### src/assert_macros.svh
// assertion macros used by the rtl file pcp_ctrl
`ifndef ASSERT_MACROS_SVH
`define ASSERT_MACROS_SVH

// when the antecedent holds, the consequent holds in the same cycle
`define ASSERT_SAME(lbl, ante, cons) \
  lbl: assert property (@(posedge clk) disable iff (rst) (ante) |-> (cons)) \
    else $error("assertion failed");

// when the antecedent holds, the consequent holds in the next cycle
`define ASSERT_NEXT(lbl, ante, cons) \
  lbl: assert property (@(posedge clk) disable iff (rst) (ante) |=> (cons)) \
    else $error("assertion failed");

`endif

### src/pcp_pkg.sv
// shared types and constants of the pinned cache policy block
`timescale 1ns / 1ps
`default_nettype none
package pcp_pkg;

  localparam int SLOTS_DEF = 16;
  localparam int MAX_DROPS = 16;
  localparam int DROP_W    = 5;

  localparam logic [30:0] LIFE_MAX = 31'h7FFF_FFFF;
  localparam logic [15:0] PINS_MAX = 16'hFFFF;

  localparam logic [2:0] ACT_ADD  = 3'd0;
  localparam logic [2:0] ACT_GET  = 3'd1;
  localparam logic [2:0] ACT_REL  = 3'd2;
  localparam logic [2:0] ACT_INV  = 3'd3;
  localparam logic [2:0] ACT_TRIM = 3'd4;

  localparam logic [2:0] EV_ADDED     = 3'd0;
  localparam logic [2:0] EV_DATA      = 3'd1;
  localparam logic [2:0] EV_DROPPED   = 3'd2;
  localparam logic [2:0] EV_DONE      = 3'd3;
  localparam logic [2:0] EV_UNDERFLOW = 3'd4;
  localparam logic [2:0] EV_NO_SLOT   = 3'd5;
  localparam logic [2:0] EV_EMPTY     = 3'd6;

  typedef struct packed {
    logic [23:0] cost;
    logic [30:0] life;
    logic [15:0] pins;
    logic [31:0] tag;
  } entry_t;

endpackage
`default_nettype wire

### src/pcp_slot_mem.sv
// slot entry memory, one write port and one registered read port
`timescale 1ns / 1ps
`default_nettype none
module pcp_slot_mem #(
  parameter int SLOTS = pcp_pkg::SLOTS_DEF,
  parameter int AW    = 4
) (
  input  wire logic           clk,
  input  wire logic           we,
  input  wire logic [AW-1:0]  waddr,
  input  wire pcp_pkg::entry_t wdata,
  input  wire logic [AW-1:0]  raddr,
  output pcp_pkg::entry_t     rdata
);

  pcp_pkg::entry_t mem [SLOTS];

  always_ff @(posedge clk) begin
    if (we) begin
      mem[waddr] <= wdata;
    end
    rdata <= mem[raddr];
  end

endmodule
`default_nettype wire

### src/pcp_ctrl.sv
// sequencer: decodes commands, sweeps the slot memory, keeps flags and byte count
`timescale 1ns / 1ps
`default_nettype none
`include "assert_macros.svh"
module pcp_ctrl #(
  parameter int SLOTS = pcp_pkg::SLOTS_DEF,
  parameter int AW    = 4
) (
  input  wire logic           clk,
  input  wire logic           rst,
  input  wire logic           start,
  output logic                busy,
  input  wire logic [2:0]     action,
  input  wire logic [3:0]     slot_index,
  input  wire logic [23:0]    byte_cost,
  input  wire logic [31:0]    object_tag,
  input  wire logic [23:0]    byte_budget,
  output logic                mem_we,
  output logic [AW-1:0]       mem_waddr,
  output pcp_pkg::entry_t     mem_wdata,
  output logic [AW-1:0]       mem_raddr,
  input  wire pcp_pkg::entry_t mem_rdata,
  output logic                result_strobe,
  output logic [2:0]          event_res,
  output logic [3:0]          slot_out,
  output logic [31:0]         tag_out,
  output logic                is_temporary,
  output logic                last
);

  localparam int PW = AW + 1;

  localparam logic [3:0] S_IDLE     = 4'd0;
  localparam logic [3:0] S_ADD_CHK  = 4'd1;
  localparam logic [3:0] S_TRIM_CHK = 4'd2;
  localparam logic [3:0] S_SCAN     = 4'd3;
  localparam logic [3:0] S_EVICT    = 4'd4;
  localparam logic [3:0] S_ADD_WR   = 4'd5;
  localparam logic [3:0] S_AGE      = 4'd6;
  localparam logic [3:0] S_RD       = 4'd7;

  logic [3:0]              state;
  logic [SLOTS-1:0]        valid;
  logic [SLOTS-1:0]        temp;
  logic [23:0]             used;
  logic [pcp_pkg::DROP_W-1:0] drops;
  logic                    temp_f;
  logic                    is_trim;
  logic [2:0]              op_action;
  logic [3:0]              op_idx;
  logic [23:0]             op_cost;
  logic [31:0]             op_tag;
  logic [PW-1:0]           ptr;
  logic                    pv;
  logic [AW-1:0]           pa;
  logic                    found;
  logic [AW-1:0]           best_idx;
  logic [30:0]             best_life;
  logic [31:0]             best_tag;
  logic [23:0]             best_cost;
  logic                    best_temp;

  logic [AW-1:0]           in_a;
  logic                    in_bad;
  logic [AW-1:0]           op_a;
  logic                    sweep_more;
  logic                    sweep_end;
  logic                    over_add;
  logic [AW-1:0]           free_idx;
  logic                    free_ok;
  logic                    cand;
  logic                    rd_en;
  logic [23:0]             used_less;

  assign busy       = (state != S_IDLE);
  assign in_a       = AW'(slot_index);
  assign in_bad     = (32'(slot_index) >= SLOTS) || !valid[in_a];
  assign op_a       = AW'(op_idx);
  assign sweep_more = (ptr < PW'(SLOTS));
  assign sweep_end  = !sweep_more && !pv;
  assign over_add   = ({1'b0, used} + {1'b0, op_cost}) > {1'b0, byte_budget};
  assign cand       = pv && valid[pa] && (mem_rdata.pins == 16'd0) &&
                      (!found || (mem_rdata.life < best_life));
  assign used_less  = (used >= best_cost) ? (used - best_cost) : 24'd0;

  // lowest free slot
  always_comb begin
    free_idx = '0;
    free_ok  = 1'b0;
    for (int s = SLOTS - 1; s >= 0; s--) begin
      if (!valid[s]) begin
        free_idx = AW'(s);
        free_ok  = 1'b1;
      end
    end
  end

  // memory read address
  always_comb begin
    rd_en     = 1'b0;
    mem_raddr = ptr[AW-1:0];
    if (state == S_IDLE) begin
      mem_raddr = in_a;
      rd_en     = start && !in_bad &&
                  (action == pcp_pkg::ACT_GET || action == pcp_pkg::ACT_REL ||
                   action == pcp_pkg::ACT_INV);
    end else if (state == S_SCAN || state == S_AGE) begin
      rd_en = sweep_more;
    end
  end

  // memory write back
  always_comb begin
    mem_we    = 1'b0;
    mem_waddr = pa;
    mem_wdata = mem_rdata;
    case (state)
      S_AGE: begin
        mem_we = pv && valid[pa];
        if (mem_rdata.life != pcp_pkg::LIFE_MAX) begin
          mem_wdata.life = mem_rdata.life + 31'd1;
        end
        if (pa == op_a && mem_rdata.pins != pcp_pkg::PINS_MAX) begin
          mem_wdata.pins = mem_rdata.pins + 16'd1;
        end
      end
      S_RD: begin
        mem_waddr      = op_a;
        mem_we         = (op_action == pcp_pkg::ACT_REL) && !temp[op_a] &&
                         (mem_rdata.pins != 16'd0);
        mem_wdata.pins = mem_rdata.pins - 16'd1;
      end
      S_ADD_WR: begin
        mem_waddr = free_idx;
        mem_we    = free_ok;
        mem_wdata = '{cost: op_cost, life: 31'd0, pins: 16'd0, tag: op_tag};
      end
      default: begin
        mem_we = 1'b0;
      end
    endcase
  end

  always_ff @(posedge clk) begin
    if (rst) begin
      state         <= S_IDLE;
      valid         <= '0;
      temp          <= '0;
      used          <= '0;
      drops         <= '0;
      pv            <= 1'b0;
      found         <= 1'b0;
      result_strobe <= 1'b0;
    end else begin
      result_strobe <= 1'b0;
      last          <= 1'b0;
      case (state)
        S_IDLE: begin
          if (start) begin
            op_action <= action;
            op_idx    <= slot_index;
            op_cost   <= byte_cost;
            op_tag    <= object_tag;
            drops     <= '0;
            ptr       <= '0;
            pv        <= 1'b0;
            case (action)
              pcp_pkg::ACT_ADD: begin
                temp_f  <= byte_cost > byte_budget;
                is_trim <= 1'b0;
                state   <= S_ADD_CHK;
              end
              pcp_pkg::ACT_GET, pcp_pkg::ACT_REL, pcp_pkg::ACT_INV: begin
                if (in_bad) begin
                  result_strobe <= 1'b1;
                  event_res     <= pcp_pkg::EV_EMPTY;
                  slot_out      <= slot_index;
                  tag_out       <= '0;
                  is_temporary  <= 1'b0;
                  last          <= 1'b1;
                end else if (action == pcp_pkg::ACT_GET) begin
                  state <= S_AGE;
                end else begin
                  state <= S_RD;
                end
              end
              pcp_pkg::ACT_TRIM: begin
                is_trim <= 1'b1;
                state   <= S_TRIM_CHK;
              end
              default: begin
                state <= S_IDLE;
              end
            endcase
          end
        end
        S_ADD_CHK: begin
          ptr   <= '0;
          pv    <= 1'b0;
          found <= 1'b0;
          if (temp_f || !over_add) begin
            state <= S_ADD_WR;
          end else if (drops >= pcp_pkg::DROP_W'(pcp_pkg::MAX_DROPS)) begin
            temp_f <= 1'b1;
            state  <= S_ADD_WR;
          end else begin
            state <= S_SCAN;
          end
        end
        S_TRIM_CHK: begin
          ptr   <= '0;
          pv    <= 1'b0;
          found <= 1'b0;
          if (used > byte_budget && drops < pcp_pkg::DROP_W'(pcp_pkg::MAX_DROPS)) begin
            state <= S_SCAN;
          end else begin
            result_strobe <= 1'b1;
            event_res     <= pcp_pkg::EV_DONE;
            slot_out      <= '0;
            tag_out       <= '0;
            is_temporary  <= 1'b0;
            last          <= 1'b1;
            state         <= S_IDLE;
          end
        end
        S_SCAN: begin
          pv <= sweep_more;
          pa <= ptr[AW-1:0];
          if (sweep_more) begin
            ptr <= ptr + PW'(1);
          end
          if (cand) begin
            found     <= 1'b1;
            best_idx  <= pa;
            best_life <= mem_rdata.life;
            best_tag  <= mem_rdata.tag;
            best_cost <= mem_rdata.cost;
            best_temp <= temp[pa];
          end
          if (sweep_end) begin
            if (found) begin
              state <= S_EVICT;
            end else if (is_trim) begin
              result_strobe <= 1'b1;
              event_res     <= pcp_pkg::EV_DONE;
              slot_out      <= '0;
              tag_out       <= '0;
              is_temporary  <= 1'b0;
              last          <= 1'b1;
              state         <= S_IDLE;
            end else begin
              temp_f <= 1'b1;
              state  <= S_ADD_WR;
            end
          end
        end
        S_EVICT: begin
          result_strobe  <= 1'b1;
          event_res      <= pcp_pkg::EV_DROPPED;
          slot_out       <= 4'(best_idx);
          tag_out        <= best_tag;
          is_temporary   <= best_temp;
          valid[best_idx] <= 1'b0;
          temp[best_idx]  <= 1'b0;
          if (!best_temp) begin
            used <= used_less;
          end
          drops <= drops + pcp_pkg::DROP_W'(1);
          state <= is_trim ? S_TRIM_CHK : S_ADD_CHK;
        end
        S_ADD_WR: begin
          result_strobe <= 1'b1;
          last          <= 1'b1;
          tag_out       <= op_tag;
          if (!free_ok) begin
            event_res    <= pcp_pkg::EV_NO_SLOT;
            slot_out     <= '0;
            is_temporary <= 1'b0;
          end else begin
            event_res       <= pcp_pkg::EV_ADDED;
            slot_out        <= 4'(free_idx);
            is_temporary    <= temp_f;
            valid[free_idx] <= 1'b1;
            temp[free_idx]  <= temp_f;
            if (!temp_f) begin
              used <= used + op_cost;
            end
          end
          state <= S_IDLE;
        end
        S_AGE: begin
          pv <= sweep_more;
          pa <= ptr[AW-1:0];
          if (sweep_more) begin
            ptr <= ptr + PW'(1);
          end
          if (pv && pa == op_a) begin
            best_tag <= mem_rdata.tag;
          end
          if (sweep_end) begin
            result_strobe <= 1'b1;
            event_res     <= pcp_pkg::EV_DATA;
            slot_out      <= op_idx;
            tag_out       <= best_tag;
            is_temporary  <= temp[op_a];
            last          <= 1'b1;
            state         <= S_IDLE;
          end
        end
        S_RD: begin
          result_strobe <= 1'b1;
          last          <= 1'b1;
          slot_out      <= op_idx;
          tag_out       <= mem_rdata.tag;
          // only a temporary entry reports the mark, and it is always dropped
          is_temporary  <= temp[op_a];
          if (op_action == pcp_pkg::ACT_INV || temp[op_a]) begin
            event_res    <= pcp_pkg::EV_DROPPED;
            valid[op_a]  <= 1'b0;
            temp[op_a]   <= 1'b0;
            if (!temp[op_a]) begin
              used <= (used >= mem_rdata.cost) ? (used - mem_rdata.cost) : 24'd0;
            end
          end else if (mem_rdata.pins == 16'd0) begin
            event_res <= pcp_pkg::EV_UNDERFLOW;
          end else begin
            event_res <= pcp_pkg::EV_DONE;
          end
          state <= S_IDLE;
        end
        default: begin
          state <= S_IDLE;
        end
      endcase
    end
  end

  `ASSERT_SAME(a_drop_bound, 1'b1, drops <= pcp_pkg::DROP_W'(pcp_pkg::MAX_DROPS))
  `ASSERT_SAME(a_evict_has_victim, state == S_EVICT, found)
  `ASSERT_SAME(a_no_rw_clash, mem_we && rd_en, mem_waddr != mem_raddr)
  `ASSERT_NEXT(a_quiet_idle, state == S_IDLE && !start, !result_strobe)

endmodule
`default_nettype wire

### src/pinned_size_bounded_cache_policy.sv
// top level of the pinned, byte-bounded slot cache policy engine
`timescale 1ns / 1ps
`default_nettype none
// commands are taken when start is high and busy is low; each result word
// shows for exactly one cycle with result_strobe high, and the receiver
// cannot stall, so it must take every strobed word. last marks the final
// word of a command and shows in the cycle in which busy falls. a bad slot
// or an unknown action does not raise busy. release and invalidate read one
// slot; get makes one read-modify-write sweep over the slot memory to age
// all entries; trim and add run one minimum-life search per victim evicted,
// at most 16 victims. a search that finds no victim ends a trim or makes an
// add temporary. each search reads every slot through the one read port of
// the slot memory. the user must see that byte_budget is written over the
// cfg channel only while busy is low; the block does not enforce it.
module pinned_size_bounded_cache_policy #(
  parameter int SLOTS = pcp_pkg::SLOTS_DEF
) (
  input  wire logic        clk,
  input  wire logic        rst,
  input  wire logic        start,
  output logic             busy,
  input  wire logic [2:0]  action,
  input  wire logic [3:0]  slot_index,
  input  wire logic [23:0] byte_cost,
  input  wire logic [31:0] object_tag,
  input  wire logic        cfg_valid,
  output logic             cfg_ready,
  input  wire logic [23:0] cfg_data,
  output logic             result_strobe,
  output logic [2:0]       event_res,
  output logic [3:0]       slot_out,
  output logic [31:0]      tag_out,
  output logic             is_temporary,
  output logic             last
);

  localparam int AW = (SLOTS > 1) ? $clog2(SLOTS) : 1;

  // budget register, always writable
  logic [23:0] byte_budget;

  logic            mem_we;
  logic [AW-1:0]   mem_waddr;
  pcp_pkg::entry_t mem_wdata;
  logic [AW-1:0]   mem_raddr;
  pcp_pkg::entry_t mem_rdata;

  assign cfg_ready = 1'b1;

  always_ff @(posedge clk) begin
    if (rst) begin
      byte_budget <= '0;
    end else if (cfg_valid && cfg_ready) begin
      byte_budget <= cfg_data;
    end
  end

  // sequencer with slot flags and used byte count
  pcp_ctrl #(.SLOTS(SLOTS), .AW(AW)) u_ctrl (
    .clk           (clk),
    .rst           (rst),
    .start         (start),
    .busy          (busy),
    .action        (action),
    .slot_index    (slot_index),
    .byte_cost     (byte_cost),
    .object_tag    (object_tag),
    .byte_budget   (byte_budget),
    .mem_we        (mem_we),
    .mem_waddr     (mem_waddr),
    .mem_wdata     (mem_wdata),
    .mem_raddr     (mem_raddr),
    .mem_rdata     (mem_rdata),
    .result_strobe (result_strobe),
    .event_res     (event_res),
    .slot_out      (slot_out),
    .tag_out       (tag_out),
    .is_temporary  (is_temporary),
    .last          (last)
  );

  // cost, life, pins and tag per slot
  pcp_slot_mem #(.SLOTS(SLOTS), .AW(AW)) u_mem (
    .clk   (clk),
    .we    (mem_we),
    .waddr (mem_waddr),
    .wdata (mem_wdata),
    .raddr (mem_raddr),
    .rdata (mem_rdata)
  );

endmodule
`default_nettype wire

### config.mk
export PLATFORM = sky130hd
export DESIGN_NAME = pinned_size_bounded_cache_policy
export DESIGN_NICKNAME = d
export VERILOG_FILES = /design/src/pcp_pkg.sv /design/src/pcp_slot_mem.sv /design/src/pcp_ctrl.sv /design/src/pinned_size_bounded_cache_policy.sv
export VERILOG_INCLUDE_DIRS = /design/src /design/src/src
export SDC_FILE = /design/constraint.sdc
export NUM_CORES = 2
export LEC_CHECK = 0
export BUFFER_PORTS_ARGS = -buffer_cell sky130_fd_sc_hd__buf_2
export CAP_MARGIN = 0
export CORE_MARGIN = 2
export CORE_UTILIZATION = 60
export DETAILED_ROUTE_END_ITERATION = 10
export PLACE_DENSITY = 0.77
export SYNTH_ARGS = -nofsm -noshare
export SYNTH_HDL_FRONTEND = slang
export SYNTH_HIERARCHICAL = 1
export SYNTH_SLANG_ARGS = --single-unit
### constraint.sdc
create_clock -name clk -period 12.6 [get_ports clk]
set_input_delay 1.26 -clock clk [delete_from_list [all_inputs] [get_ports clk]]
set_output_delay 1.26 -clock clk [all_outputs]
set_load 0.02 [all_outputs]
==> summary by stage <==
Place
Detailed placement ended at an HPWL of between 100 and 150 mm. The count of buffers from port buffering is 133. The congestion estimate from routability-driven global placement came to 0.941.

Yosys
The number of different library cells used by synthesis comes to 82. The average cell area after synthesis is approximately 17 um2. The instance count of the mapped netlist is slightly above 5k. For this run, the register share of the synthesized area comes to around 70%. By area the synthesized netlist is led by sky130_fd_sc_hd__edfxtp_1, sky130_fd_sc_hd__mux4_2, sky130_fd_sc_hd__dfxtp_1. Of all flip-flops after synthesis, the portion carrying an async set or reset was 0%. Counting every net in the synthesized netlist gives roughly 5.3k.

After synthesis the netlist holds a flip-flop and latch count of 2,049. The number of enable flip-flop cells after synthesis is ~1.9k. The most numerous cell in the Yosys netlist is sky130_fd_sc_hd__edfxtp_1.

By count the netlist is led by sky130_fd_sc_hd__edfxtp_1, sky130_fd_sc_hd__nand2_1, sky130_fd_sc_hd__mux4_2. The netlist area before placement is about 85,000 um2. After synthesis, the largest area contributor takes up ~66% of total cell area. The number of warnings issued by yosys is 6. The commonest register cell after synthesis is sky130_fd_sc_hd__edfxtp_1.

The largest total area in the synthesized netlist belongs to sky130_fd_sc_hd__edfxtp_1.

Floorplanning
Measured along the x axis, the die boundary spans 380 um. The I/O pin count is around 140. The cell row count is between 100 and 150. The floorplan step set the die height to around 380 um. The core box area is 141,000 um2. The total die area is around 140,000 um2.

Once the floorplan was initialized, standard cells occupied about three fifths of the core.

Clock tree
The clock tree synthesis step divided the H-tree into 4 levels. The clock latency on the worst-skew pair is about 0.84 ns. The quantity of hold-fixing buffers added after cts is 0. TritonCTS created 197 clock buffers. After clock tree synthesis, the clock-pin slew on the worst setup and hold paths is around 0.06 ns.

The tree is rooted in a sky130_fd_sc_hd__clkbuf_16. The tree built by TritonCTS fans out to roughly 2.0k sinks. The post-CTS setup buffer count is 0. Post-CTS repair changed the size of 0 cells. TritonCTS built the clock tree.

The maximum count of clock buffers along a single path is 3.

Worst hold path
The end of the worst hold path is u_ctrl/best_cost[4]$_DFFE_PP_. The path class of the lowest-slack min-delay path is flip-flop to flip-flop. The number of cells on the worst hold path is 0. The source of the worst hold timing path is u_mem/rdata[83]$_DFF_P_.

Power and ir drop
In this run the power density over the cells is between 200 and 250 nW/um2. The combinational share of power is about a quarter. After layout, the design draws a total of 20.3 mW. Cell internal power was estimated by the tool at 14.1 mW. In this run the static leakage power is roughly 32 nW. The analysis attributes to net switching a power of about 6.2 mW. Of the total power, the clock network draws between 30% and 40%. VDD sags by at most between 0.00015 and 0.0002 V. The switching share of power is 30.6%.

In this run, flip-flops and latches consume a little over two fifths of the power.

Detailed routing
The post-route antenna net violation count is 0. After detailed routing, the wire length on met1 is between 70 and 80 mm. The via count normalized by instance count is around 6.6. The routed design uses 103 mm of met2 wire. The total number of vias is between 40k and 50k.

The highest metal layer used by the detailed router is met5. In this run, the number of DRC markers left after iteration 0 of detailed routing was slightly below 6k. The met3 wire length is 19.1 mm. In the final routed layout, each cell accounts on average for approximately 28 um.

The first-pass iteration count of the detailed router is 6. For this run, design rule violations remaining after detail routing come to 0. The routed wire length is ~200 mm.

Setup path
The endpoint arrival time on the critical path is ~6.6 ns. The length in cells of the worst reg-to-reg path is 9. The setup check on the worst reg-to-reg path leaves a slack of between 6 and 7 ns.

The reg-to-reg startpoint is u_ctrl/state[2]$_SDFFE_PP0P_. At the worst endpoint, the required time is ~13 ns. The worst setup path is captured at a flip-flop. The worst setup path is of the flip-flop to flip-flop kind. Of all nets on the critical path, the largest fanout is between 50 and 60.

In this run the critical register-to-register path is captured at u_mem/mem[4][56]$_DFFE_PP_. The element type at the critical path start is a flip-flop.

Timing
Setup repair after global routing left no endpoint under its margin. The final setup violation count is 0. The count of endpoints failing hold in the final timing report is 0. The final-layout setup total negative slack is 0 ns. The period utilization is roughly half. The final count of pins violating max slew is 0. The peak clock frequency supported by timing is between 150 and 200 MHz. The clock period minus final worst setup slack is approximately 6.1 ns.

For the pin with the worst max-slew slack, the measured transition is 1.33 ns. The largest clock skew in the final design is 0.0537 ns. In this run the tightest slew margin relative to its limit is a little over a tenth.

Global routing
Entering global routing, the biggest net connects between 150 and 200 pins. After global routing the overflow that remains totals 0. The initial antenna violation count is 3. Global routing used 28.4% of the available tracks. The via count of the first global-routing pass is approximately 49k. The first-pass GRT wire length is between 300 and 400 mm.

Outcome
The flow ran to the end, and the final reports show no timing, DRC or antenna violations.

Job
The tool flagged a number of max-cap violations equal to 0.

Final layout
The number of nets at the end of the flow is ~5.5k. Cells with a size suffix above 1 make up roughly a fifth of the layout. The utilization of the core after routing is between 60% and 70%. Compared with the post-synthesis result, the final layout area differs by 11.5%. 0 antenna diodes ended up in the layout.
[per-layer routing]
metal | GRT usage (%) | vias to the layer above
met5 | 0 | -
met2 | 47.6 | 2814
met1 | 38.7 | 24600
li1 | - | 20500
met4 | 8.51 | 4
met3 | 4.86 | 406
[layout by cell type (no fill, tap or decap), types with 14 or more instances in the layout]
| master | netlist | routed |
|---|---|---|
| sky130_fd_sc_hd__o21ai_0 | 186 | 177 |
| sky130_fd_sc_hd__xnor2_1 | 39 | 39 |
| sky130_fd_sc_hd__nand2_1 | 458 | 455 |
| sky130_fd_sc_hd__ha_1 | 180 | 180 |
| sky130_fd_sc_hd__o211a_1 | 35 | 35 |
| sky130_fd_sc_hd__mux2i_1 | 61 | 61 |
| sky130_fd_sc_hd__nand2b_1 | 25 | 25 |
| sky130_fd_sc_hd__nor2_1 | 173 | 158 |
| sky130_fd_sc_hd__nor2b_1 | 24 | 22 |
| sky130_fd_sc_hd__inv_1 | 142 | 141 |
| sky130_fd_sc_hd__a21o_1 | 50 | 50 |
| sky130_fd_sc_hd__nand3_1 | 84 | 83 |
| sky130_fd_sc_hd__clkinv_2 | 0 | 31 |
| sky130_fd_sc_hd__a31oi_1 | 34 | 34 |
| sky130_fd_sc_hd__o22ai_1 | 17 | 17 |
| sky130_fd_sc_hd__bufinv_16 | 0 | 24 |
| sky130_fd_sc_hd__o211ai_1 | 20 | 20 |
| sky130_fd_sc_hd__buf_2 | 18 | 133 |
| sky130_fd_sc_hd__clkbuf_1 | 141 | 54 |
| sky130_fd_sc_hd__o31ai_1 | 16 | 14 |
| sky130_fd_sc_hd__xor2_1 | 36 | 36 |
| sky130_fd_sc_hd__a221oi_1 | 20 | 20 |
| sky130_fd_sc_hd__clkbuf_8 | 0 | 19 |
| sky130_fd_sc_hd__a21oi_1 | 187 | 186 |
| sky130_fd_sc_hd__mux4_2 | 432 | 432 |
| sky130_fd_sc_hd__nor2_4 | 0 | 15 |
| sky130_fd_sc_hd__a211oi_1 | 15 | 15 |
| sky130_fd_sc_hd__edfxtp_1 | 1855 | 1855 |
| sky130_fd_sc_hd__dfxtp_1 | 194 | 191 |
| sky130_fd_sc_hd__clkbuf_16 | 0 | 197 |
| sky130_fd_sc_hd__o21ai_1 | 5 | 14 |
| sky130_fd_sc_hd__buf_4 | 21 | 114 |
| sky130_fd_sc_hd__a22oi_1 | 218 | 218 |
| sky130_fd_sc_hd__nand4_1 | 41 | 41 |
| sky130_fd_sc_hd__nor3_1 | 43 | 37 |
| sky130_fd_sc_hd__clkinv_1 | 2 | 22 |
| sky130_fd_sc_hd__and3_1 | 22 | 22 |
[how the worst max path moves through the flow]
stage                                       from                         end  slack [ns]
floorplan           u_ctrl/state[1]$_SDFFE_PP0P_   u_mem/mem[0][0]$_DFFE_PP_        2.51
global placement    u_ctrl/state[2]$_SDFFE_PP0P_  u_mem/mem[4][54]$_DFFE_PP_        6.80
detailed placement  u_ctrl/state[2]$_SDFFE_PP0P_  u_mem/mem[4][54]$_DFFE_PP_        6.62
CTS                 u_ctrl/state[2]$_SDFFE_PP0P_  u_mem/mem[4][56]$_DFFE_PP_        6.56
global route        u_ctrl/state[2]$_SDFFE_PP0P_  u_mem/mem[4][56]$_DFFE_PP_        6.19
finish              u_ctrl/state[2]$_SDFFE_PP0P_  u_mem/mem[4][56]$_DFFE_PP_        6.45
[worst max-delay path: stages (launching register included)]
cell and delay (ns):
sky130_fd_sc_hd__dfxtp_4 0.53, sky130_fd_sc_hd__buf_4 0.67, sky130_fd_sc_hd__nand2_1 0.44, sky130_fd_sc_hd__nor2_4 0.68, sky130_fd_sc_hd__nand2_1 0.22, sky130_fd_sc_hd__o211ai_1 0.32
sky130_fd_sc_hd__nand3b_1 0.44, sky130_fd_sc_hd__nor3_2 0.68, sky130_fd_sc_hd__buf_4 0.83, sky130_fd_sc_hd__buf_4 0.86
[power by group through the flow]
stage          Sequential [mW]  Clock (mW)  Combinational [mW]
4_1_cts                   8.93        6.19                5.27
3_5_place_dp              9.06           0                5.17
2_1_floorplan             8.94           0                3.74
3_3_place_gp              9.05           0                5.01
5_1_grt                   8.97        6.44                5.72
6_report                  8.93        6.12                5.30
[cell type report]
cell class                      instances  area [um2]
Tap cell                             1890        2360
Inverter                              144         541
Clock buffer                          270        5390
Timing Repair Buffer                  254        1660
Fill cell                            8938       46400
Sequential cell                      2049       59600
Clock inverter                        103        1400
Multi-Input combinational cell       2587       23700
[state kept, by name, indices dropped and copies added (netlist names), 4 cells and up]
register / flops
byte_budget: 24
u_ctrl/best_cost: 24
u_ctrl/best_idx: 4
u_ctrl/best_life: 31
u_ctrl/best_tag: 32
u_ctrl/drops: 5
u_ctrl/op_a: 4
u_ctrl/op_cost: 24
u_ctrl/op_tag: 32
u_ctrl/pa: 4
u_ctrl/ptr: 5
u_ctrl/slot_out: 4
u_ctrl/tag_out: 32
u_ctrl/temp: 16
u_ctrl/used: 24
u_ctrl/valid: 16
u_mem/mem: 1648
u_mem/rdata: 103
[per-stage QoR]
stage                     hold slack [ns]  std cells  setup WS (ns)  cell area, um2
after floorplan                     0.408       5033           2.51           84900
after global placement              0.411       6924           6.80           87900
after detailed placement            0.420       6924           6.62           87900
after CTS                           0.433       7297           6.56           94600
after global routing                0.438       7297           6.19           94700
final                               0.434       7297           6.45           94700
[cell families after synthesis]
group	after synthesis	synth area share [%]
flip-flops	2049	70.2
AO/OA/AOI/OAI	893	6.98
adder cells (fa/ha/maj)	183	2.72
buffers and inverters	397	2.14
XOR/XNOR	75	0.774
multiplexers	497	12.2
other	1	0.00442
AND/OR/NAND/NOR	938	4.94
(Power assumes the default switching activity.)
